## config.mk

```make
export PLATFORM = sky130hd
export DESIGN_NAME = arpc_apb
export DESIGN_NICKNAME = d
export VERILOG_FILES = /design/src/sv/arpc_pkg.sv /design/src/sv/arpc_apb.sv
export SDC_FILE = /design/constraint.sdc
export NUM_CORES = 1
export LEC_CHECK = 0
export ABC_AREA = 1
export BUFFER_PORTS_ARGS = -buffer_cell sky130_fd_sc_hd__buf_2
export CORE_UTILIZATION = 36
export CTS_CLUSTER_DIAMETER = 150
export DETAILED_ROUTE_END_ITERATION = 7
export GPL_TIMING_DRIVEN = 1
export PLACE_DENSITY_LB_ADDON = 0.05
export SLEW_MARGIN = 20
export SYNTH_ARGS = -nofsm -noshare
export SYNTH_HDL_FRONTEND = slang
export SYNTH_SLANG_ARGS = --single-unit
```

## constraint.sdc

```tcl
create_clock -name clk -period 1 [get_ports clk]
set_clock_uncertainty 0.15 [all_clocks]
set_input_delay 0.1 -clock clk [delete_from_list [all_inputs] [get_ports clk]]
set_output_delay 0.1 -clock clk [all_outputs]
set_load 0.1 [all_outputs]
```

## src/sv/arpc_pkg.sv

```systemverilog
`timescale 1ns / 1ps
`default_nettype none
// ----------------------------------------------------------------------------
// arpc_pkg: shared types and constants for the ARP cache table
// Request codes, the request record handed from cell to cell, and defaults.
// ----------------------------------------------------------------------------
package arpc_pkg;

	// Default table depth
	localparam int ENTRIES_DEF = 128;

	// Request kinds
	localparam logic [1:0] KIND_LOOKUP = 2'd0;
	localparam logic [1:0] KIND_INSERT = 2'd1;
	localparam logic [1:0] KIND_TICK   = 2'd2;

	// Configuration register map (byte address bit 2 selects the register)
	localparam int          PADDR_W     = 3;
	localparam logic        REG_TIMEOUT = 1'b0;
	localparam logic [15:0] TIMEOUT_RST = 16'd15;

	// Request record moving along the cell chain
	typedef struct packed {
		logic [1:0]  kind;
		logic [31:0] ip_addr;
		logic [47:0] mac_addr;
		logic [31:0] sec;        // second count seen by this request
		logic        hit;
		logic [47:0] found_mac;
		logic        stored;
	} req_t;

endpackage
`default_nettype wire

```

## src/sv/arpc_apb.sv

```systemverilog
`timescale 1ns / 1ps
`default_nettype none
// ----------------------------------------------------------------------------
// arpc_apb: configuration register slave
// Holds the aging timeout; writes on the access phase, zero-wait reads.
// ----------------------------------------------------------------------------
module arpc_apb (
	input  wire logic                        clk,
	input  wire logic                        arst_n,
	input  wire logic                        psel,
	input  wire logic                        penable,
	input  wire logic                        pwrite,
	input  wire logic [arpc_pkg::PADDR_W-1:0] paddr,
	input  wire logic [31:0]                 pwdata,
	output logic [31:0]                      prdata,
	output logic                             pready,
	output logic [15:0]                      timeout
);
	import arpc_pkg::*;

	logic [15:0] timeout_q;
	logic        wr_en;

	assign pready  = 1'b1;
	assign wr_en   = psel && penable && pwrite;
	assign timeout = timeout_q;

	// Timeout register
	always_ff @(posedge clk or negedge arst_n) begin
		if (!arst_n) begin
			timeout_q <= TIMEOUT_RST;
		end else if (wr_en && (paddr[2] == REG_TIMEOUT)) begin
			timeout_q <= pwdata[15:0];
		end
	end

	// Read mux
	always_comb begin
		if (paddr[2] == REG_TIMEOUT) begin
			prdata = {16'd0, timeout_q};
		end else begin
			prdata = 32'd0;
		end
	end

endmodule
`default_nettype wire

```

; ---- Yosys cells after proc, flatten, opt, wreduce, memory -nomap -nowiden
; Cells that the tools add are included.
[totals]
reg_bits = 16
elab_cells = 6
[op_classes]
n_bitwise = 1
n_mux = 1
n_reduce_logical = 3
[op_table]
columns = cell, count
row1 = 16-bit two-way mux, 1
row2 = 1-bit logical AND, 3
row3 = 1-bit inverter, 1

; ---- Depth between registers and ports, before layout
; Gate-level depths: netlist of run 1.
[depth]
depth_word = 3
mapped_depth = 6
depth_no_buf = 5

; ---- Worst setup path after synthesis of run 1
; No wires, ideal clock.
[synth_path]
kind = flip-flop to output port
start = register timeout_q[10] (netlist: timeout[10])
end = output prdata[10]
path_buffers = 0
arrival_ps = 2283
path_slack_ps = -1533
stages_incl_launch_ff = 3
path_cell_list = dfrtp_1 > inv_1 > nor2_1
[synth_via]
elab_chain_len = 1
[synth_rtl]
columns = element, line
row1 = start: declaration, arpc_apb.sv:21  ; logic [15:0] timeout_q;
row2 = start signal: assignment, arpc_apb.sv:33  ; timeout_q <= pwdata[15:0];
row3 = 16-bit two-way mux, arpc_apb.sv:39  ; if (paddr[2] == REG_TIMEOUT) begin
row4 = end: declaration, arpc_apb.sv:15  ; output logic [31:0] prdata,
; Every way passes these cells.

; ---- Worst setup path in the final report of run 1
[layout_path]
start = register timeout_q[1] (netlist: timeout[1])
end = output prdata[1]
; Same word-level chain as after synthesis.

==> summary.md, run 1 <==
### Synth
- 125 — cells after synthesis
- 0 — Synthesis Warnings
- 16 — FF+latch count, synth
- 7.55 sq um — mean cell area of the mapped netlist
- 43.0% — fraction of the yosys area taken by sequential cells
- 943 sq um — area of the mapped netlist
- 13 — number of distinct library cells after synthesis

### Routing
- 0 — Detail Route Antenna Nets
- 0 — DRC errors left
- 4 — Pre-Repair DR Iteration Count
- 4.38 — via/cell ratio
- 12.8 um — mean routed wirelength per cell
- 1029 — total via count after detailed routing
- 3000 um — wire length reported by the detailed router
- 17 — First DRT Iteration DRCs

### Layout
- 246 — net count reported at finish
- buf_12, nand2_1, buf_2, conb_1, dlygate4sd3_1 — highest-count cells in the layout ignoring fill and taps
- 131% — Synth-to-Final Area Change
- 121 — fillcell total
- buf_12 — commonest non-fill, non-tap cell in the layout
- 235 — non-filler cells, final
- 61.5% — layout cell share with drive strength beyond 1
- 2180 sq um — summed area of non-filler cells in the final layout
- 0 — ANT cells
- 16 — number of flip-flops in the largest register
- 88.1% — Final Util

### Floorplan
- 2830 sq um — die area
- 53.2 um — height of the die
- 38.1% — initial core utilization
- 2480 sq um — core region area
- 89 — number of top-level design ports
- 53.2 um — die boundary width
- 18 — FP Rows

### Placed design
- 1920 sq um — area of placed instances
- 213 — number of instances in the placed design
- 53 — number of I/O port buffers
- -0.185 ns — worst slack, placed
- 0.729 — routability cong.
- 2080 um — half-perimeter wire length after placement

### Critical path
- register — kind of start point of the critical path
- -0.11 ns — flop-to-flop setup slack
- dfstp_4 — cell at the slowest stage of the critical path
- 2 — largest fanout on the critical path
- output port — Worst Setup End Kind
- 0.63 ns — Slowest Stage Delay on Critical Path
- inv_2 -> nor2_4 -> buf_12 — worst path cell trace
- 1.23 ns — Arrival @ worst endpoint
- reg2out — type of the setup path with the least slack
- 0.75 ns — CP required

### Pwr
- 2180 nW/um^2 — PwrDens
- 0.00194 V — peak supply drop
- 0.00103 uW — static power due to leakage

### Clock tree
- 0.28 ns — Worst-Skew Late Latency
- 16 — clock tree sinks
- 2 — maximum buffer depth of the clock tree
- 1 — CTS H-Tree Depth
- 0.10 ns — Worst-path clk slew
- clkbuf_4 — cell at the root of the clock tree
- yes — TritonCTS clock tree
- 3 — clock buffers created by TritonCTS

### Timing
- 1.48 ns — time the final worst path needs with I/O delays and setup
- yes — RSZ-0062 raised after global routing
- 36 — # setup viols final
- -0.484 ns — Worst Setup Slack, final
- 0 — count of final max-slew check failures
- -10.80 ns — total negative setup slack
- 674 MHz — upper clock frequency limit
- 0 — Hold Vio Cnt, Final
- 148% — final clock period utilization by the worst path

### Outcome
- complete, but fails checks — outcome
- negative setup slack — violations in the final reports

### Flow run
- 0 — count of max-cap constraint violations

### Global routing
- 0 — initial antenna violation count
- 0 — total congestion overflow after global routing
- 912 — vias in the first global route
- met2 — global-route layer with the greatest usage
- 3.74% — met3 capacity usage during global routing
- 21.7% — global routing usage summed across all routing layers
- 38.4% — met2 track demand over resource
- 17 — maximum number of pins on one net before global-route repair
- 4240 um — global-route wire length before repair
- 25.9% — met1 global-route usage

### Hold path
- in2reg — Hold/Removal Path Class

## metrics by stage
step           hold slack, ns  power (uW)
2_1_floorplan          -0.346        3120
3_3_place_gp           -0.119        4160
3_5_place_dp           -0.116        4200
4_1_cts                0.0810        4720
5_1_grt                 0.100        4900
6_report               0.0797        4750
## cell families after synthesis
logic type / after synthesis / share of synthesized area [%]
buf+inv: 40 / 24.9
simple gates: 67 / 31.3
other cells: 2 / 0.796
flops: 16 / 43.0
## report_power, final
group          internal, uW  leakage (uW)  switching (uW)
registers               871      0.000180             187
logic                  1070      0.000831            2190
clock network           222     0.0000210             210
## Yosys cell counts (all sizes together)
cell,instances,share of area (%)
conb,2,0.80
nand2,34,14
nand3,16,8.5
inv,18,7.2
buf,22,18
dfstp,4,11
nor2,17,8.5
dfrtp,12,32
## critical path, delay by kind of cell (launching register included)
kind	cells	cell delay [ns]
DFF	1	0.63
buffers and inverters	2	0.22
and+or+nand+nor	1	0.09
## layer usage
layer	vias to the layer above	routed length, um
met2	41	1690
met4	0	40
met3	4	128
met1	487	1150
li1	497	-
met5	-	0
## layout make-up
type	count	area (sq um)	share of cell area (%)
tap	30	37.5	1.72
multi-input combinational	84	492	22.5
timing repair buffer	83	1070	48.9
sequential	16	465	21.3
inverter	18	85.1	3.90
clock buffer	4	36.3	1.66
## final timing paths
path                       startpoint          end  cells after the start
min in group asynchronous      arst_n  timeout[13]                      2
setup / recovery           timeout[1]    prdata[1]                      3
hold / removal                penable  timeout[12]                      5
hold reg to reg            timeout[5]   timeout[5]                      2
max in group asynchronous      arst_n   timeout[0]                      2
setup reg to reg           timeout[1]   timeout[1]                      4
## what timing repair did
item / 4_1_cts / 5_1_grt
gates resized for setup: 8 / 10
setup endpoints to repair: 36 / 37
endpoints found under the hold margin: 32 / 0
pin swaps: 16 / 4
buffers inserted: 1 / 1
hold buffers: 17 / 0
Note: power is estimated with default switching activity, not from simulation.
==> run 2: changes to the inputs <==
ABC_AREA = 0   (was 1)
CORE_UTILIZATION = 35   (was 36)
==> summary.md, run 2 <==
### Floorplan
- 52.8 um — height of the die, -0.66%
- 89 — number of top-level design ports, unchanged
- 2450 sq um — core region area, -0.91%
- 36.9% — initial core utilization, -1.2 points
- 2790 sq um — die area, -1.3%
- 18 — FP Rows, unchanged
- 52.8 um — die boundary width, -0.66%

### Synth
- 905 sq um — area of the mapped netlist, -4.1%
- 14.5% — Post-Synth Simple-Gate Area, -17 points
- 0 — Synthesis Warnings, unchanged
- 70 — cells after synthesis, -44%
- dfrtp_1, mux2_4, buf_4 — cell types occupying the most area after synthesis
- 0% — share of the synthesized area in compound gates (AO/OA/AOI/OAI), unchanged
- 0% — fraction of the mapped netlist area in adder cells, unchanged
- dfrtp_1 — commonest register cell after synthesis
- dfrtp_1 — cell taking the most area after synthesis
- buf_4 — most frequently used cell type in the post-synthesis netlist
- 16 — FF+latch count, synth, unchanged
- 100% — proportion of register bits with asynchronous set or reset after synthesis, unchanged
- 11 — number of distinct library cells after synthesis, -2
- 24.1% — post-synthesis mux area share, +24 points
- 12.9 sq um — mean cell area of the mapped netlist, +71%
- 0% — XOR/XNOR share of the synthesized area, unchanged
- 0 — count of flip-flops with a built-in enable after synthesis, unchanged
- 44.8% — fraction of the yosys area taken by sequential cells, +1.8 points
- 33.2% — portion of synthesized cell area occupied by the leading cell type, +1.4 points
- multiplexers — largest family of logic cells by synthesized area
- buf_4, dfrtp_1, mux2_4, nor2b_1 — commonest cells in the netlist

### Pwr
- 2620 uW — cell internal pwr, +21%
- 0.00195 V — peak supply drop, +0.40%
- 2490 nW/um^2 — PwrDens, +14%
- 0.00105 uW — static power due to leakage, +1.6%
- 5370 uW — Power Total, +13%
- 8.1% — clock network fraction of design power, -1.0 points
- 20.2% — sequential share of power, -2.1 points
- 2750 uW — switching power, +6.5%
- 71.7% — power share of the combinational group, +3.1 points
- 51.3% — switching part of the total power, -3.2 points

### Timing
- 0 — Hold Vio Cnt, Final, unchanged
- 48 — # setup viols final, +33%
- 152% — final clock period utilization by the worst path, +3.2 points
- -12.43 ns — total negative setup slack, -1.64 ns
- 1.52 ns — time the final worst path needs with I/O delays and setup, +0.0322 ns
- 660 MHz — upper clock frequency limit, -2.1%
- -0.516 ns — Worst Setup Slack, final, -0.0322 ns
- 0 — count of final max-slew check failures, unchanged
- yes — RSZ-0062 raised after global routing

### Layout
- 88.0% — Final Util, about the same
- 0 — ANT cells, unchanged
- 139% — Synth-to-Final Area Change
- 78.1% — layout cell share with drive strength beyond 1, +17 points
- 16 — number of flip-flops in the largest register, unchanged
- buf_12 — commonest non-fill, non-tap cell in the layout
- buf_12, buf_2, conb_1, dlygate4sd3_1, mux2_4 — highest-count cells in the layout ignoring fill and taps
- 196 — net count reported at finish, -20%
- 185 — non-filler cells, final, -21%

### Critical path
- timeout[1] — worst setup path start
- -0.17 ns — flop-to-flop setup slack, -0.06 ns
- 3 — cell count of the worst reg-to-reg path, -1
- 2 — largest fanout on the critical path, unchanged
- timeout[2] — FF-to-FF End
- 1.27 ns — Arrival @ worst endpoint, +0.04 ns
- 0.75 ns — CP required, about the same
- output port — Worst Setup End Kind
- register — kind of start point of the critical path
- prdata[1] — destination of the critical timing path
- reg2out — type of the setup path with the least slack
- timeout[2] — Reg2Reg Launch Point

### Routing
- 4.14 — via/cell ratio, -5.4%
- 14.4 um — mean routed wirelength per cell, +13%
- 4 — Pre-Repair DR Iteration Count, unchanged
- 7 — First DRT Iteration DRCs, -10
- 0 — DRC errors left, unchanged
- 2670 um — wire length reported by the detailed router, -11%
- 0 — Detail Route Antenna Nets, unchanged
- 766 — total via count after detailed routing, -26%

### Placed design
- 160 — number of instances in the placed design, -25%
- 53 — number of I/O port buffers, unchanged
- 1670 um — half-perimeter wire length after placement, -20%
- 0.683 — routability cong., -6.3%

### Global routing
- 6.67% — met3 capacity usage during global routing, +2.9 points
- met2 — global-route layer with the greatest usage
- 24.5% — met1 global-route usage, -1.4 points
- 36.9% — met2 track demand over resource, -1.5 points
- 0 — total congestion overflow after global routing, unchanged
- 3950 um — global-route wire length before repair, -6.7%
- 21.8% — global routing usage summed across all routing layers, +0.084 points
- 0 — initial antenna violation count, unchanged
- 17 — maximum number of pins on one net before global-route repair, unchanged
- 754 — vias in the first global route, -17%

### Clock tree
- clkbuf_4 — cell at the root of the clock tree
- yes — TritonCTS clock tree
- 3 — clock buffers created by TritonCTS, unchanged
- 0.10 ns — Worst-path clk slew, about the same
- 1 — CTS H-Tree Depth, unchanged
- 0.30 ns — Worst-Skew Late Latency, +0.02 ns
- 16 — clock tree sinks, unchanged
- 2 — maximum buffer depth of the clock tree, unchanged

### Outcome
- negative setup slack — violations in the final reports
- complete, but fails checks — outcome

### Flow run
- 0 — count of max-cap constraint violations, unchanged

### Hold path
- in2async — Hold/Removal Path Class

-- run 2: final cells by class --
class / instances / area [sq um]
Fill cell: 119 / 294
Multi-Input combinational cell: 50 / 526
Clock buffer: 4 / 36.3
Sequential cell: 16 / 465
Timing Repair Buffer: 85 / 1100
Tap cell: 30 / 37.5
-- run 2: what timing repair did --
action	4_1_cts	5_1_grt
setup endpoints to repair	48	48
gates resized for setup	4	4
hold endpoints to repair	32	0
buffers inserted	1	3
hold buffers	17	0
-- run 2: critical path, stage by stage (launching register included) --
cell     delay, ns
dfstp_4       0.63
and2b_4       0.17
buf_12        0.17
-- run 2: power groups by stage --
| stage | clock (uW) | combinational (uW) | sequential [uW] |
|---|---|---|---|
| 3_3_place_gp | 0 | 3640 | 1070 |
| 4_1_cts | 451 | 3750 | 1080 |
| 3_5_place_dp | 0 | 3660 | 1080 |
| 2_1_floorplan | 0 | 1390 | 2110 |
| 6_report | 436 | 3850 | 1090 |
| 5_1_grt | 491 | 3940 | 1110 |
-- run 2: worst min path at each step --
stage                              to   start  cells past startpoint  slack [ns]
after detailed placement  timeout[15]  arst_n                      1       -0.11
after floorplan           timeout[10]  arst_n                      0       -0.35
after global routing      timeout[15]  arst_n                      2        0.09
final                     timeout[15]  arst_n                      2        0.08
after CTS                 timeout[15]  arst_n                      2        0.08
after global placement    timeout[15]  arst_n                      1       -0.11
-- run 2: per-layer routing --
layer	wire length, um	vias to the layer above
met5	0	-
met4	56	0
met3	172	5
met2	1490	40
met1	951	357
li1	-	364
-- run 2: cells by family (layout without fill, tap and decap cells) --
logic type             after synthesis  in the layout
and+or+nand+nor                     17             17
other                                2             17
buffers and inverters               19             89
DFF                                 16             16
muxes                               16             16
-- run 2: through the flow --
step / area, sq um / hold WS [ns] / setup WS, ns
floorplan: 1130 / -0.346 / -0.446
global placement: 1880 / -0.111 / -0.161
detailed placement: 1880 / -0.112 / -0.177
CTS: 2110 / 0.0834 / -0.509
global route: 2160 / 0.0923 / -0.552
finish: 2160 / 0.0785 / -0.516
==> run 3: changes to the inputs <==
clock period = 1.5 ns   (was 1 ns; I/O delays follow)
==> summary.md, run 3 (synthesized netlist as in run 2, its figures left out) <==
### Outcome
- complete, but fails checks — outcome
- negative setup slack — violations in the final reports

### Pwr
- 1710 nW/um^2 — PwrDens, -31%
- 3130 uW — Power Total, -42%
- 0.000896 uW — static power due to leakage, -15%
- 0.00113 V — peak supply drop, -42%

### Global routing
- 15.8% — global routing usage summed across all routing layers, -5.9 points
- 2.90% — met3 capacity usage during global routing, -3.8 points
- met2 — global-route layer with the greatest usage
- 3080 um — global-route wire length before repair, -22%
- 717 — vias in the first global route, -4.9%
- 0 — initial antenna violation count, unchanged
- 28.5% — met2 track demand over resource, -8.4 points
- 0 — total congestion overflow after global routing, unchanged
- 17 — maximum number of pins on one net before global-route repair, unchanged
- 17.0% — met1 global-route usage, -7.5 points

### Clock tree
- 0.09 ns — Worst-path clk slew, about the same
- 16 — clock tree sinks, unchanged
- 3 — clock buffers created by TritonCTS, unchanged
- yes — TritonCTS clock tree
- 0.28 ns — Worst-Skew Late Latency, -0.02 ns
- 1 — CTS H-Tree Depth, unchanged
- clkbuf_4 — cell at the root of the clock tree
- 2 — maximum buffer depth of the clock tree, unchanged

### Layout
- buf_2 — commonest non-fill, non-tap cell in the layout
- 0 — ANT cells, unchanged
- 164 — fillcell total, +38%
- 102% — Synth-to-Final Area Change
- 74.5% — Final Util, -14 points
- buf_2, buf_12, conb_1, dlygate4sd3_1 — highest-count cells in the layout ignoring fill and taps
- 76.9% — layout cell share with drive strength beyond 1, -1.2 points
- 16 — number of flip-flops in the largest register, unchanged
- 188 — net count reported at finish, -4.1%

### Timing
- -0.0302 ns — Worst Setup Slack, final, +0.486 ns
- 0 — Hold Vio Cnt, Final, unchanged
- yes — RSZ-0062 raised after global routing
- 0 — count of final max-slew check failures, unchanged
- 102% — final clock period utilization by the worst path
- -0.104 ns — total negative setup slack, +12.33 ns
- 4 — # setup viols final, -92%
- 0.153 ns — hold slack, +0.0743 ns
- 654 MHz — upper clock frequency limit
- 1.53 ns — time the final worst path needs with I/O delays and setup

### Critical path
- reg2out — type of the setup path with the least slack
- register — kind of start point of the critical path
- 2 — largest fanout on the critical path, unchanged
- output port — Worst Setup End Kind
- 1.20 ns — CP required, +0.45 ns
- 0.33 ns — flop-to-flop setup slack, +0.50 ns
- 1.23 ns — Arrival @ worst endpoint, -0.04 ns
- timeout[3] — FF-to-FF End
- timeout[3] — Reg2Reg Launch Point
- 3 — cell count of the worst reg-to-reg path, unchanged

### Floorplan
- 52.8 um — height of the die, unchanged
- 36.9% — initial core utilization, unchanged
- 18 — FP Rows, unchanged
- 2450 sq um — core region area, unchanged
- 52.8 um — die boundary width, unchanged
- 89 — number of top-level design ports, unchanged
- 2790 sq um — die area, unchanged

### Routing
- 1 — Pre-Repair DR Iteration Count, -3
- 4.15 — via/cell ratio, +0.29%
- 1980 um — wire length reported by the detailed router, -26%
- 11.2 um — mean routed wirelength per cell, -23%
- 0 — DRC errors left, unchanged
- 0 — Detail Route Antenna Nets, unchanged
- 735 — total via count after detailed routing, -4.0%
- 0 — First DRT Iteration DRCs, -7

### Hold path
- in2async — Hold/Removal Path Class

### Placed design
- 0.645 — routability cong., -5.5%
- 53 — number of I/O port buffers, unchanged
- 1400 um — half-perimeter wire length after placement, -16%

### Flow run
- 0 — count of max-cap constraint violations, unchanged

-- run 3: layer usage --
layer  routed length [um]  vias up
met5                    0        -
met4                   28        0
met3                  120        4
met2                 1070       38
met1                  755      348
li1                     -      345
-- run 3: worst max-delay path: stages (launching register included) --
cell and delay, ns:
dfstp_4 0.63, and2b_4 0.16, buf_12 0.16
-- run 3: area by class of cell --
type,count,area (sq um),area share [%]
clock buffer,4,36.3,1.98
multi-input combinational,50,503,27.5
sequential,16,460,25.2
tap,30,37.5,2.05
timing repair buffer,77,792,43.3
-- run 3: power by group --
| part | total, uW | switching, uW | internal (uW) | leakage (uW) |
|---|---|---|---|---|
| registers | 666 | 65.9 | 600 | 0.000175 |
| clock network | 279 | 132 | 148 | 0.0000210 |
| logic | 2190 | 1530 | 656 | 0.000699 |
-- run 3: worst max path at each step --
stage	startpoint	end	slack, ns	depth (start not counted)
floorplan	timeout[4]	prdata[4]	0.004	1
global placement	paddr[2]	timeout[8]	0.12	3
detailed placement	paddr[2]	timeout[5]	0.10	3
CTS	timeout[0]	prdata[0]	-0.05	2
global route	timeout[0]	prdata[0]	-0.07	2
finish	timeout[3]	prdata[3]	-0.03	2
-- run 3: through the flow --
stage          cells  worst slack, ns  instance area [sq um]
2_1_floorplan     85          0.00408                   1110
3_3_place_gp     151            0.120                   1580
3_5_place_dp     151            0.104                   1580
4_1_cts          176          -0.0494                   1820
5_1_grt          177          -0.0725                   1830
6_report         177          -0.0302                   1830
-- run 3: what timing repair did --
| item | CTS | global route |
|---|---|---|
| cloned | 0 | 0 |
| hold endpoints to repair | 32 | 0 |
| setup buffers | 4 | 1 |
| endpoints found under the setup margin | 4 | 8 |
| hold buffers | 17 | 0 |
| resized for setup | 0 | 1 |
