<file path="src/sv/arpc_pkg.sv">
`timescale 1ns / 1ps
`default_nettype none
// ----------------------------------------------------------------------------
// arpc_pkg: shared types and constants for the ARP cache table
// Request codes, the request record handed from cell to cell, and defaults.
// ----------------------------------------------------------------------------
package arpc_pkg;

	// Default table depth
	localparam int ENTRIES_DEF = 128;

	// Request kinds
	localparam logic [1:0] KIND_LOOKUP = 2'd0;
	localparam logic [1:0] KIND_INSERT = 2'd1;
	localparam logic [1:0] KIND_TICK   = 2'd2;

	// Configuration register map (byte address bit 2 selects the register)
	localparam int          PADDR_W     = 3;
	localparam logic        REG_TIMEOUT = 1'b0;
	localparam logic [15:0] TIMEOUT_RST = 16'd15;

	// Request record moving along the cell chain
	typedef struct packed {
		logic [1:0]  kind;
		logic [31:0] ip_addr;
		logic [47:0] mac_addr;
		logic [31:0] sec;        // second count seen by this request
		logic        hit;
		logic [47:0] found_mac;
		logic        stored;
	} req_t;

endpackage
`default_nettype wire

</file>
<file path="src/sv/arpc_cell.sv">
`timescale 1ns / 1ps
`default_nettype none
// ----------------------------------------------------------------------------
// arpc_cell: one table entry plus one stage of the request chain
// Applies the passing request to its entry and forwards it to the next cell.
// ----------------------------------------------------------------------------
module arpc_cell (
	input  wire logic           clk,
	input  wire logic           arst_n,
	input  wire logic           adv,
	input  wire logic [15:0]    timeout,
	input  wire logic           in_valid,
	input  wire arpc_pkg::req_t in_req,
	output logic                out_valid,
	output arpc_pkg::req_t      out_req
);
	import arpc_pkg::*;

	// Entry storage
	logic        valid_q;
	logic [31:0] ip_q;
	logic [47:0] mac_q;
	logic [31:0] stamp_q;

	// Chain stage
	logic        valid_s1;
	req_t        req_s1;

	req_t        req_nxt;
	logic [31:0] age;
	logic        match;
	logic        do_write;
	logic        do_expire;

	assign age   = in_req.sec - stamp_q;
	assign match = valid_q && (ip_q == in_req.ip_addr);

	// Per-entry decision for the passing request
	always_comb begin
		req_nxt   = in_req;
		do_write  = 1'b0;
		do_expire = 1'b0;
		unique case (in_req.kind)
			KIND_LOOKUP: begin
				// later entries override: highest index wins
				if (match) begin
					req_nxt.hit       = 1'b1;
					req_nxt.found_mac = mac_q;
				end
			end
			KIND_INSERT: begin
				// first free slot takes the entry
				if (!valid_q && !in_req.stored) begin
					do_write       = 1'b1;
					req_nxt.stored = 1'b1;
				end
			end
			KIND_TICK: begin
				do_expire = valid_q && (age > {16'd0, timeout});
			end
			default: begin
			end
		endcase
	end

	// Valid bit
	always_ff @(posedge clk or negedge arst_n) begin
		if (!arst_n) begin
			valid_q <= 1'b0;
		end else if (adv && in_valid) begin
			if (do_write) begin
				valid_q <= 1'b1;
			end else if (do_expire) begin
				valid_q <= 1'b0;
			end
		end
	end

	// Entry payload
	always_ff @(posedge clk) begin
		if (adv && in_valid && do_write) begin
			ip_q    <= in_req.ip_addr;
			mac_q   <= in_req.mac_addr;
			stamp_q <= in_req.sec;
		end
	end

	// Stage valid
	always_ff @(posedge clk or negedge arst_n) begin
		if (!arst_n) begin
			valid_s1 <= 1'b0;
		end else if (adv) begin
			valid_s1 <= in_valid;
		end
	end

	// Stage payload
	always_ff @(posedge clk) begin
		if (adv) begin
			req_s1 <= req_nxt;
		end
	end

	assign out_valid = valid_s1;
	assign out_req   = req_s1;

endmodule
`default_nettype wire

</file>
<file path="config.mk">
export PLATFORM = sky130hd
export DESIGN_NAME = arpc_cell
export DESIGN_NICKNAME = d
export VERILOG_FILES = /design/src/sv/arpc_pkg.sv /design/src/sv/arpc_cell.sv
export SDC_FILE = /design/constraint.sdc
export NUM_CORES = 1
export LEC_CHECK = 0
export BUFFER_PORTS_ARGS = -buffer_cell sky130_fd_sc_hd__buf_2
export CAP_MARGIN = 5
export CORE_MARGIN = 2
export CORE_UTILIZATION = 55
export DETAILED_ROUTE_END_ITERATION = 8
export PLACE_DENSITY = 0.87
export SYNTH_ARGS = -nofsm -noshare
export SYNTH_HDL_FRONTEND = slang
export SYNTH_SLANG_ARGS = --single-unit
</file>
<file path="constraint.sdc">
create_clock -name clk -period 18.2 [get_ports clk]
set_clock_uncertainty 0.2 [all_clocks]
set_input_delay 1.82 -clock clk [delete_from_list [all_inputs] [get_ports clk]]
set_output_delay 1.82 -clock clk [all_outputs]
set_load 0.1 [all_outputs]
</file>
# Word-level counts from Yosys, hierarchy flattened
# Index checks and enable logic that the tools add are counted.
[classes]
n_eq_ne = 3
n_addsub = 1
n_reduce_logical = 10
magnitude_cmp = 1
muxes = 9
[ops]
columns = ["op", "count"]
rows = [
  ["two-way mux 49 bit", 2],
  ["== test 32 bit", 1],
  ["greater-than comparator 32 x 16 -> 1 bit", 1],
  ["subtractor 32 bit", 1],
  ["two-way mux 1 bit", 7],
  ["logical AND 1 bit", 5],
  ["== test 2 x 1 -> 1 bit (second input constant)", 1],
  ["== test 2 bit (second input constant)", 1],
  ["logical NOT 1 bit", 2],
  ["logical NOT 2 bit", 1],
  ["AND reduction 2 bit", 1],
  ["nonzero test 2 bit", 1],
]
[word_totals]
input_bits = 184
out_inout_bits = 165
ff_bits = 278
elab_cells = 36

# Depth between registers and ports, before layout
# Gate-level depths: netlist of run 1.
[logic_depth]
depth_word = 6
depth_mapped = 19
ltp_nobuf = 19

# Worst setup path before layout of run 1
# No wires, ideal clock.
[synth_timing]
path_kind = "in2reg"
from = "input in_req[0] (netlist bit)"
to = "register ip_q[0] (enable)"
n_path_buf = 0
cell_stages = 1
path_slack_ns = 4.432
arrival_ns = 12.698
required_time_ns = 17.130
path_cell_list = "nor4_1"
[synth_between]
elab_chain_cells = 5
[synth_rtl]
columns = ["item", "line", "rtl"]
rows = [
  ["from (decl)", "arpc_cell.sv:13", "input wire arpc_pkg::req_t in_req,"],
  ["logical NOT 1 bit", "arpc_cell.sv:53", "if (!valid_q && !in_req.stored) begin"],
  ["logical AND 1 bit", "arpc_cell.sv:53", ""],
  ["two-way mux 1 bit", "arpc_cell.sv:53", ""],
  ["two-way mux 1 bit", "arpc_cell.sv:43", "unique case (in_req.kind)"],
  ["logical AND 1 bit", "arpc_cell.sv:81", "if (adv && in_valid && do_write) begin"],
  ["to (signal assigned)", "arpc_cell.sv:82", "ip_q <= in_req.ip_addr;"],
  ["to (decl)", "arpc_cell.sv:21", "logic [31:0] ip_q;"],
]
# No other way between the ends.
# A chain may end at the register's enable or synchronous reset.

# Worst setup path after layout of run 1
[layout_timing]
from = "input in_req[50] (netlist bit)"
to = "register valid_q"
[layout_between]
elab_chain_cells = 6
[layout_rtl]
columns = ["item", "line", "rtl"]
rows = [
  ["subtractor 32 bit", "arpc_cell.sv:35", "assign age = in_req.sec - stamp_q;"],
  ["greater-than comparator 32 x 16 -> 1 bit", "arpc_cell.sv:59", "do_expire = valid_q && (age > {16'd0, timeout});"],
  ["logical AND 1 bit", "arpc_cell.sv:59", ""],
  ["two-way mux 1 bit", "arpc_cell.sv:43", ""],
  ["nonzero test 2 bit (no source line)", "n/a", ""],
  ["AND reduction 2 bit (no source line)", "n/a", ""],
  ["to (signal assigned)", "arpc_cell.sv:69", "valid_q <= 1'b0;"],
  ["to (signal assigned)", "arpc_cell.sv:72", "valid_q <= 1'b1;"],
  ["to (signal assigned)", "arpc_cell.sv:74", "valid_q <= 1'b0;"],
  ["to (decl)", "arpc_cell.sv:20", "logic valid_q;"],
]
# No other way between the ends.

==> metrics.cfg, run 1 <==
[critical_path]
cp.arrival_ns=5.45
slowest_delay_ns=0.56
timing.reg2reg.setup_slack_ns=14.07
startpoint_type=primary input
rr_startpoint=stamp_q[0]$_DFFE_PP_
path_class=in2reg
crit_slowest_cell=or4_1
end_kind=register
crit_path_cell_trace=buf_2 -> inv_1 -> ha_1 -> fa_1 -> nor2b_1 -> o2111ai_1 -> a211oi_1 -> nor3_1 -> xnor2_1 -> ha_1 -> nand4_1 -> or4_1 -> nand2_1 -> nand4_1 -> nor4_1 -> nand4_1 -> o31ai_2
cp_data_required_time_ns=18.46
cp-startpoint=in_req[50]
cpMostUsedCell=nand4_1
cp_max_fo=3

[yosys]
ys_types=55
syn_nets=980
synth_top_area_cell=edfxtp_1
synthCells=748
netlist_area_mm2=0.0117
synthFlopType=edfxtp_1
synth_seq_cells=278
syn_area_per_cell_um2=15.6
yosys_warnings=0
yosysSeqAreaShare_pct=71.3
synth_edf_count=276
synthTopCellsByArea=edfxtp_1, ha_1, mux2_2
netlist.area_leader.share_pct=70.9
async_flop_share_pct=0.719

[floorplanning]
die_w_um=150
start_util_pct=55.8
rows=53
io_pins=349
dieArea_mm2=0.0224
die_h_um=150
core-area_mm2=0.0210

[sta]
tns_ns=0
rsz0062_at_grt=no
slew_headroom_pct=42.5
slew_viol_final=0
setup_viol=0
finalHoldViolCount=0
hold_ws_ns=0.332
fin_crit_sh_pct=28.5
max_freq_ghz=0.193
tightest_slew_ns=0.862
min_period_ns=5.19

[drt]
finalWirelength_um=29400
drc=0
ant_nets=0
drtPass1Iterations=5
wire_per_inst_um=20.8
viasPerCell=5.43
drtIter0Drc=580
vias=7686

[cts]
cts-root-buf=clkbuf_16
clk_latency_ns=0.55
cts_sinks=278
clk_pin_slew_ns=0.06
h-tree-depth=1
cts_tree=done
cts_inserted_buffers=27
cts_setup_buffers=0
ctsHoldBuffers=0
clockBufferDepth=3
cts_resized=0

[pwr]
irDropWorstVdd_mv=0.0829
power_frac_seq_pct=43.9
clkPwrFrac_pct=35.8
netSwitchingFraction_pct=31.2
powerDensity_mw_per_mm2=115
p_total_mw=1.70
intPower_mw=1.17
p_switching_mw=0.532
p_leak_nw=6.07
power_frac_comb_pct=20.3

[finish]
drive_above_1_share_pct=40.4
nNetsFinal=1348
area_delta_synth_final_pct=26.1

[global_routing]
grt_use_total_pct=25.4
grt_pass1_vias=7686
antenna_found_initial=3
grt_pass1_wl_um=43000
grt_max_degree=66
globalRoute.totalOverflow=0

[min_path]
hold_start=out_valid$_DFFE_PN0P_
hold_class=reg2reg

[status]
status=completed

[flow_run]
drv_cap=0

[placed_design]
gp_congestion=0.910
hpwl_um=21400
port_buffers=348

==> metrics by stage <==
stage	utilization (%)	worst slack (ns)	area, µm²	std cells
6_report	70.3	13.01	14700	1415
5_1_grt	70.3	12.86	14700	1413
4_1_cts	70.3	13.11	14700	1411
3_5_place_dp	65.6	12.55	13800	1362
3_3_place_gp	65.6	12.67	13800	1362
2_1_floorplan	-	4.43	11700	748
==> cell usage in the layout (no fill, tap or decap), types with 6 or more instances in the layout <==
| cell type | Yosys | layout |
|---|---|---|
| buf_2 | 0 | 347 |
| edfxtp_1 | 276 | 276 |
| inv_1 | 54 | 54 |
| mux2_2 | 49 | 49 |
| ha_1 | 47 | 47 |
| a21oi_1 | 44 | 44 |
| nand2_1 | 41 | 41 |
| xor2_1 | 37 | 37 |
| clkbuf_16 | 0 | 27 |
| o21ai_0 | 23 | 23 |
| nor2_1 | 20 | 20 |
| nand4_1 | 19 | 19 |
| xnor2_1 | 18 | 18 |
| nor3_1 | 10 | 10 |
| nor4_1 | 11 | 10 |
| o21a_1 | 8 | 8 |
| a21o_1 | 8 | 8 |
| nand3_1 | 7 | 7 |
| bufinv_16 | 0 | 7 |
| nor2b_1 | 6 | 6 |
| clkinv_2 | 0 | 6 |
| buf_4 | 2 | 6 |
==> cells by family (layout without fill, tap and decap cells) <==
family                     after synthesis  in the layout  synth area share (%)
AOI/OAI and AO/OA                      115            115                  6.30
xor gates and xnor gates                55             55                  4.12
adders and majority gates               48             48                  5.20
buffers and inverters                   69            457                  2.43
DFF                                    278            278                  71.3
muxes                                   50             50                  4.81
other                                    0              4                     0
and+or+nand+nor                        133            133                  5.81
==> registers in the layout, indices dropped and copies added, names as in the netlist <==
register   flops
valid_q        1
out_valid      1
ip_q          32
stamp_q       32
mac_q         48
out_req      164
==> critical path, delay by kind of cell <==
kind                       cells  cell delay, ns
AOI/OAI and AO/OA              3            0.73
xor gates and xnor gates       1            0.15
adders and majority gates      3            0.92
buffers and inverters          2            0.14
and+or+nand+nor                8            1.70
==> path summary, 6_finish.rpt <==
| path | depth (start not counted) | to |
|---|---|---|
| hold / removal | 2 | out_valid$_DFFE_PN0P_ |
| hold reg to reg | 2 | out_valid$_DFFE_PN0P_ |
| setup / recovery | 17 | valid_q$_DFFE_PN0P_ |
| setup reg to reg | 15 | valid_q$_DFFE_PN0P_ |
| max in group asynchronous | 1 | valid_q$_DFFE_PN0P_ |
| min in group asynchronous | 1 | out_valid$_DFFE_PN0P_ |
==> power groups by stage <==
stage	registers (mW)	clock network (mW)	logic, mW
after detailed placement	0.760	0	0.344
final	0.747	0.609	0.346
after global routing	0.749	0.643	0.358
after floorplan	0.976	0	0.0494
after CTS	0.747	0.620	0.346
after global placement	0.758	0	0.340
==> cells in the mapped netlist, drive strengths merged (2+ instances only) <==
| library cell | count |
|---|---|
| inv | 54 |
| o21a | 8 |
| dfrtp | 2 |
| o21ai | 23 |
| o31ai | 2 |
| or3 | 2 |
| a221oi | 2 |
| o21bai | 2 |
| nor3b | 2 |
| o22ai | 2 |
| o211ai | 5 |
| edfxtp | 276 |
| nor2 | 20 |
| ha | 47 |
| a2111o | 2 |
| clkbuf | 7 |
| buf | 8 |
| o211a | 2 |
| nor2b | 6 |
| and3 | 2 |
| nor4 | 11 |
| nand3 | 7 |
| nor3 | 11 |
| nand2 | 42 |
| a21oi | 45 |
| a211oi | 3 |
| nand2b | 4 |
| or4 | 2 |
| a21o | 9 |
| xnor2 | 18 |
| and2b | 2 |
| mux2 | 49 |
| nand4 | 19 |
| o2111ai | 4 |
| xor2 | 37 |
==> final cells by class <==
class / count / area (µm²)
Antenna cell: 4 / 10.0
Clock buffer: 28 / 679
Clock inverter: 21 / 299
Fill cell: 1363 / 6210
Inverter: 54 / 203
Multi-Input combinational cell: 401 / 3070
Sequential cell: 278 / 8340
Tap cell: 275 / 344
Timing Repair Buffer: 354 / 1790
==> metal layers <==
metal	GRT usage [%]	routed length, µm	part of all wire (%)
met2	45.7	15400	52
met5	0	0	0
met1	29.4	10500	36
met4	9.86	1160	3.9
met3	5.98	2380	8.1
Note: power is estimated with default switching activity, not from simulation.
==> inputs of run 2 (changes only) <==
ABC_AREA = 1   (was default)
CORE_UTILIZATION = 53   (was 55)
PLACE_DENSITY = 0.84   (was 0.87)
clock period = 5.1 ns   (was 18.2 ns; I/O delays follow)
==> run 2 against run 1 <==
Utilization grew 1.2 points. Total power grew to 3.7 times the previous value. Global-route usage grew 3.7 points. Cell count grew 41%. Routed wire length grew 26%. First-iteration DRC count grew 61%. Clock power grew to 3.6 times the previous value. Worst setup slack lost 12 ns. Critical path type unchanged. Largest power group unchanged.
==> metrics.cfg, run 2 <==
[global_routing]
antenna_found_initial=4  ; +1
grt_max_degree=114  ; +73%
grt_pass1_vias=10203  ; +33%
globalRoute.totalOverflow=0  ; unchanged
grt_pass1_wl_um=54900  ; +28%
grt_use_total_pct=29.1  ; +3.7 points

[min_path]
hold_class=in2reg

[status]
status=completed

[critical_path]
startpoint_type=primary input
slowest_delay_ns=0.54  ; -0.02 ns
cpMostUsedCell=nand2_1
cp.arrival_ns=3.92  ; -1.53 ns
cp_max_fo=6  ; +3
end_kind=register
path_class=in2reg
crit_slowest_cell=dlygate4sd3_1
cp_data_required_time_ns=5.38  ; -13.08 ns

[finish]
nNetsFinal=1880  ; +39%
largest_register_ffs=164  ; unchanged
layout_commonest_cell=nand2_1
final_cell_mix=nand2_1, buf_2, edfxtp_1
multi_input_area_mm2=0.00342  ; +11%
area_delta_synth_final_pct=33.1
drive_above_1_share_pct=26.2  ; -14 points
final_cell_area_mm2=0.0167  ; +14%
final-seq-area_mm2=0.00834  ; unchanged
utilization_pct=71.6  ; +1.2 points
fillers=1588  ; +17%

[cts]
cts_setup_buffers=0  ; unchanged
cts_resized=0  ; unchanged
cts_sinks=278  ; unchanged
h-tree-depth=1  ; unchanged
clockBufferDepth=3  ; unchanged
cts-root-buf=clkbuf_16
cts_inserted_buffers=29  ; +7.4%
cts_tree=done
clk_pin_slew_ns=0.07  ; about the same
ctsHoldBuffers=104  ; +104
clk_latency_ns=0.54  ; about the same

[yosys]
ys_types=38  ; -31%
synthTopCellsByArea=edfxtp_1, nand2_1, inv_1
netlist.area_leader.share_pct=65.9  ; -5.0 points
synthFlopType=edfxtp_1
synth_top_area_cell=edfxtp_1
netlist_area_mm2=0.0126  ; +7.7%
synth_common_cells=nand2_1, edfxtp_1, inv_1
synth_seq_cells=278  ; unchanged
synth.most_common_cell=nand2_1
syn_area_per_cell_um2=10.7  ; -31%
synth_edf_count=276  ; unchanged
yosysSeqAreaShare_pct=66.3  ; -5.1 points
async_flop_share_pct=0.719  ; unchanged
synthCells=1172  ; +57%
yosys_warnings=0  ; unchanged
syn_nets=1404  ; +43%

[sta]
tns_ns=0  ; unchanged
setup_viol=0  ; unchanged
max_freq_ghz=0.274
slew_headroom_pct=28.1  ; -14 points
slew_viol_final=0  ; unchanged
rsz0062_at_grt=no
min_period_ns=3.64
fin_crit_sh_pct=71.5
finalHoldViolCount=0  ; unchanged
layout_setup_ws_ns=1.46  ; -11.55 ns
tightest_slew_ns=1.08  ; +0.216 ns

[placed_design]
dpl-instance-area_mm2=0.0147  ; +7.1%
place_ws_ns=1.47  ; -11.07 ns
hpwl_um=24200  ; +13%
port_buffers=348  ; unchanged
gp_congestion=0.935  ; +2.8%

[drt]
drc=0  ; unchanged
ant_nets=0  ; unchanged
vias=10128  ; +32%
drtPass1Iterations=5  ; unchanged
finalWirelength_um=37000  ; +26%
viasPerCell=5.09  ; -6.3%
drtIter0Drc=931  ; +61%
wire_per_inst_um=18.6  ; -11%

[floorplanning]
die_w_um=158  ; +5.5%
die_h_um=158  ; +5.5%
start_util_pct=53.8  ; -2.0 points
io_pins=349  ; unchanged
dieArea_mm2=0.0250  ; +11%
rows=56  ; +5.7%
core-area_mm2=0.0234  ; +12%

[pwr]
p_leak_nw=7.93  ; +31%
powerDensity_mw_per_mm2=372  ; +220%
irDropWorstVdd_mv=0.261  ; +220%

[flow_run]
drv_cap=0  ; unchanged

-- run 2: cell types whose count changed after synthesis, moves of 19 or more --
cell,before,now
a21oi_1,44,21
inv_1,54,203
mux2_2,49,0
nand2_1,41,422
nand3_1,7,26
nor2_1,20,50
-- run 2: layout make-up --
class	count	area share (%)
Clock inverter	22	1.48
Tap cell	319	2.38
Inverter	209	4.68
Timing Repair Buffer	455	16.9
Sequential cell	278	49.8
Antenna cell	2	0.0299
Multi-Input combinational cell	675	20.4
Clock buffer	31	4.38
-- run 2: cell families after synthesis --
| group | synth area share (%) |
|---|---|
| simple gates | 18.2 |
| flops | 66.3 |
| buf+inv | 6.68 |
| fa+ha+maj | 4.83 |
| compound gates | 2.06 |
| xor+xnor | 1.95 |
-- run 2: power breakdown --
group	internal, mW	leakage (nW)	total, mW	switching [mW]
logic	0.272	4.82	1.37	1.10
registers	2.65	2.64	2.69	0.0391
clock network	1.30	0.475	2.18	0.881
total	4.21	7.93	6.24	2.02
-- run 2: worst max-delay path: cells and delay by family --
family / cells / cell delay (ns)
AOI/OAI and AO/OA: 1 / 0.13
xor gates and xnor gates: 1 / 0.16
adders and majority gates: 2 / 0.69
buffers and inverters: 3 / 0.74
and+or+nand+nor: 20 / 1.68
-- run 2: metal layers --
metal / share of wire [%] / up-vias / wire length, µm / track usage [%]
met5: 0.035 / - / 13 / 0
met4: 5.4 / 2 / 2010 / 13.8
met3: 9.3 / 130 / 3440 / 7.56
met2: 50 / 554 / 18400 / 51.3
met1: 36 / 4677 / 13200 / 33.0
li1: - / 4765 / - / -
-- run 2: final timing paths --
kind,startpoint,endpoint,slack (ns),cells past startpoint
min in group asynchronous,arst_n,valid_q$_DFFE_PN0P_,0.14,2
worst max-delay path,in_req[52],valid_q$_DFFE_PN0P_,1.46,27
max in group asynchronous,arst_n,out_valid$_DFFE_PN0P_,4.44,2
worst max register to register,stamp_q[0]$_DFFE_PP_,valid_q$_DFFE_PN0P_,1.77,24
worst min register to register,mac_q[42]$_DFFE_PP_,out_req[43]$_DFFE_PP_,0.31,2
worst min-delay path,in_req[148],out_req[148]$_DFFE_PP_,0.02,1
-- run 2: through the flow --
stage | hold WS [ns] | total power, mW | cells
global placement | 0.120 | 4.00 | 1832
CTS | 0.00127 | 6.22 | 1989
detailed placement | 0.117 | 4.01 | 1832
global route | 0.00186 | 6.42 | 1991
floorplan | 0.0144 | 3.71 | 1172
finish | 0.0228 | 6.24 | 1991
==> inputs of run 3 (changes only) <==
clock period = 3.8 ns   (was 5.1 ns; I/O delays follow)
==> run 3 against run 2 <==
Global-route usage grew 2.3 points. Cell count grew 3.0%. Combinational power increased by 41%. Via count increased by 5.3%. Critical endpoint unchanged.
==> metrics.cfg, run 3 (same netlist as run 2, synthesis figures left out) <==
[status]
status=completed

[placed_design]
gp_congestion=1.01  ; +7.6%
port_buffers=348  ; unchanged
hpwl_um=25300  ; +4.5%
place_ws_ns=0.186  ; -1.29 ns

[floorplanning]
core-area_mm2=0.0234  ; unchanged
dieArea_mm2=0.0250  ; unchanged
start_util_pct=53.8  ; unchanged
io_pins=349  ; unchanged
die_w_um=158  ; unchanged
die_h_um=158  ; unchanged
rows=56  ; unchanged

[drt]
viasPerCell=5.20  ; +2.3%
wire_per_inst_um=19.7  ; +6.1%
finalWirelength_um=40500  ; +9.3%
vias=10668  ; +5.3%
ant_nets=0  ; unchanged
drtIter0Drc=927  ; -0.43%
drtPass1Iterations=5  ; unchanged
drc=0  ; unchanged

[critical_path]
reg2reg_depth=24  ; unchanged
cp_max_fo=4  ; -2
end_kind=register
r2r-end=valid_q$_DFFE_PN0P_
timing.critical_path.to=valid_q$_DFFE_PN0P_
path_class=in2reg
cp-startpoint=in_req[63]
startpoint_type=primary input
cp_data_required_time_ns=4.06  ; -1.32 ns
timing.reg2reg.setup_slack_ns=0.47  ; -1.30 ns
cp.arrival_ns=3.81  ; -0.11 ns
rr_startpoint=stamp_q[14]$_DFFE_PP_

[pwr]
intPower_mw=5.34  ; +27%
power_frac_seq_pct=44.6  ; +1.5 points
powerDensity_mw_per_mm2=469  ; +26%
irDropWorstVdd_mv=0.360  ; +38%
p_leak_nw=8.12  ; +2.5%
power_frac_comb_pct=23.8  ; +1.8 points
netSwitchingFraction_pct=34.0  ; +1.6 points
p_switching_mw=2.75  ; +36%
clkPwrFrac_pct=31.6  ; -3.3 points

[finish]
largest_register_ffs=164  ; unchanged
area_delta_synth_final_pct=37.0
utilization_pct=73.7  ; +2.1 points
fillers=1509  ; -5.0%
layout_commonest_cell=nand2_1
final_cell_mix=nand2_1, buf_2, edfxtp_1
diodes=0  ; -2
drive_above_1_share_pct=25.7  ; -0.47 points
nNetsFinal=1944  ; +3.4%

[global_routing]
grt_pass1_vias=10683  ; +4.7%
globalRoute.totalOverflow=0  ; unchanged
grt_use_total_pct=31.4  ; +2.3 points
antenna_found_initial=1  ; -3
grt_max_degree=64  ; -44%
grt_pass1_wl_um=58500  ; +6.5%

[sta]
slew_viol_final=0  ; unchanged
fin_crit_sh_pct=93.3
tightest_slew_ns=0.946  ; -0.132 ns
finalHoldViolCount=0  ; unchanged
setup_viol=0  ; unchanged
min_period_ns=3.55
layout_setup_ws_ns=0.254  ; -1.20 ns
max_freq_ghz=0.282
slew_headroom_pct=36.9  ; +8.8 points
rsz0062_at_grt=no

[cts]
cts-root-buf=clkbuf_16
cts_sinks=278  ; unchanged
clk_pin_slew_ns=0.07  ; about the same
clockBufferDepth=3  ; unchanged
cts_tree=done
cts_inserted_buffers=27  ; -6.9%
h-tree-depth=1  ; unchanged
clk_latency_ns=0.52  ; -0.02 ns

[min_path]
hold_class=in2reg
min_path_cells=3  ; +2

[flow_run]
drv_cap=0  ; unchanged

==> run 3: cell count changes in the layout (fill, tap and decap cells not counted), moves of 3 or more <==
cell	previous run	this run
nor2_1	50	47
buf_4	2	6
bufinv_16	5	1
dlygate4sd3_1	104	167
inv_1	203	200
inv_2	4	7
nor2_2	11	14
==> run 3: power groups by stage <==
stage	combinational (mW)	sequential (mW)	clock (mW)
CTS	1.88	3.59	2.53
global placement	1.72	3.65	0
global route	2.01	3.61	2.69
detailed placement	1.74	3.66	0
floorplan	0.294	4.69	0
finish	1.93	3.60	2.56
==> run 3: worst min path at each step <==
stage	start	to	slack, ns
4_1_cts	in_req[2]	out_req[2]$_DFFE_PP_	0.03
3_5_place_dp	arst_n	out_valid$_DFFE_PN0P_	-0.02
3_3_place_gp	arst_n	out_valid$_DFFE_PN0P_	-0.02
5_1_grt	in_req[2]	out_req[2]$_DFFE_PP_	0.02
6_report	in_req[2]	out_req[2]$_DFFE_PP_	0.02
2_1_floorplan	arst_n	out_valid$_DFFE_PN0P_	-0.12
==> run 3: timing repair <==
item	in CTS	in global routing
setup endpoints to repair	0	1
hold buffers	167	0
buffers inserted	0	0
endpoints found under the hold margin	294	0
gates resized for setup	0	6
==> run 3: through the flow <==
stage	instance area (µm²)	hold WS, ns	setup TNS, ns	power (mW)	std cells
2_1_floorplan	12600	-0.116	-3.27	4.98	1172
3_3_place_gp	14700	-0.0199	0	5.37	1835
3_5_place_dp	14700	-0.0228	0	5.40	1835
4_1_cts	17200	0.0267	0	8.00	2051
5_1_grt	17200	0.0209	0	8.31	2051
6_report	17200	0.0204	0	8.09	2051
==> run 3: final cells by class <==
cell class | instances | area (µm²) | area share (%)
multi-input combinational | 675 | 3430 | 19.9
inverter | 209 | 785 | 4.55
timing repair buffer | 521 | 3460 | 20.1
clock buffer | 31 | 691 | 4.01
clock inverter | 18 | 129 | 0.748
sequential | 278 | 8340 | 48.4
tap | 319 | 399 | 2.32
==> run 3: routing by layer <==
layer | up-vias | share of wire (%) | GRT usage, %
met5 | - | 0.032 | 0
met4 | 2 | 6.5 | 18.1
met3 | 183 | 9.8 | 8.02
met2 | 660 | 49 | 54.3
met1 | 4950 | 35 | 35.3
li1 | 4873 | - | -
==> run 3: worst max-delay path: stages <==
cell,delay (ns)
dlygate4sd3_1,0.55
buf_2,0.17
ha_1,0.39
nand2_1,0.14
nor2_2,0.21
nand2_1,0.12
nand2_1,0.09
inv_1,0.05
nand2_2,0.09
xor2_1,0.07
ha_1,0.30
nand2_1,0.09
nor2_2,0.16
nand2_1,0.08
nor2_2,0.11
nand4_1,0.10
o21ai_1,0.12
nand3_1,0.11
nor2_1,0.11
nand2_1,0.05
nor2_1,0.10
nand2_1,0.07
nand2_1,0.06
nand2_1,0.04
nand2_1,0.05
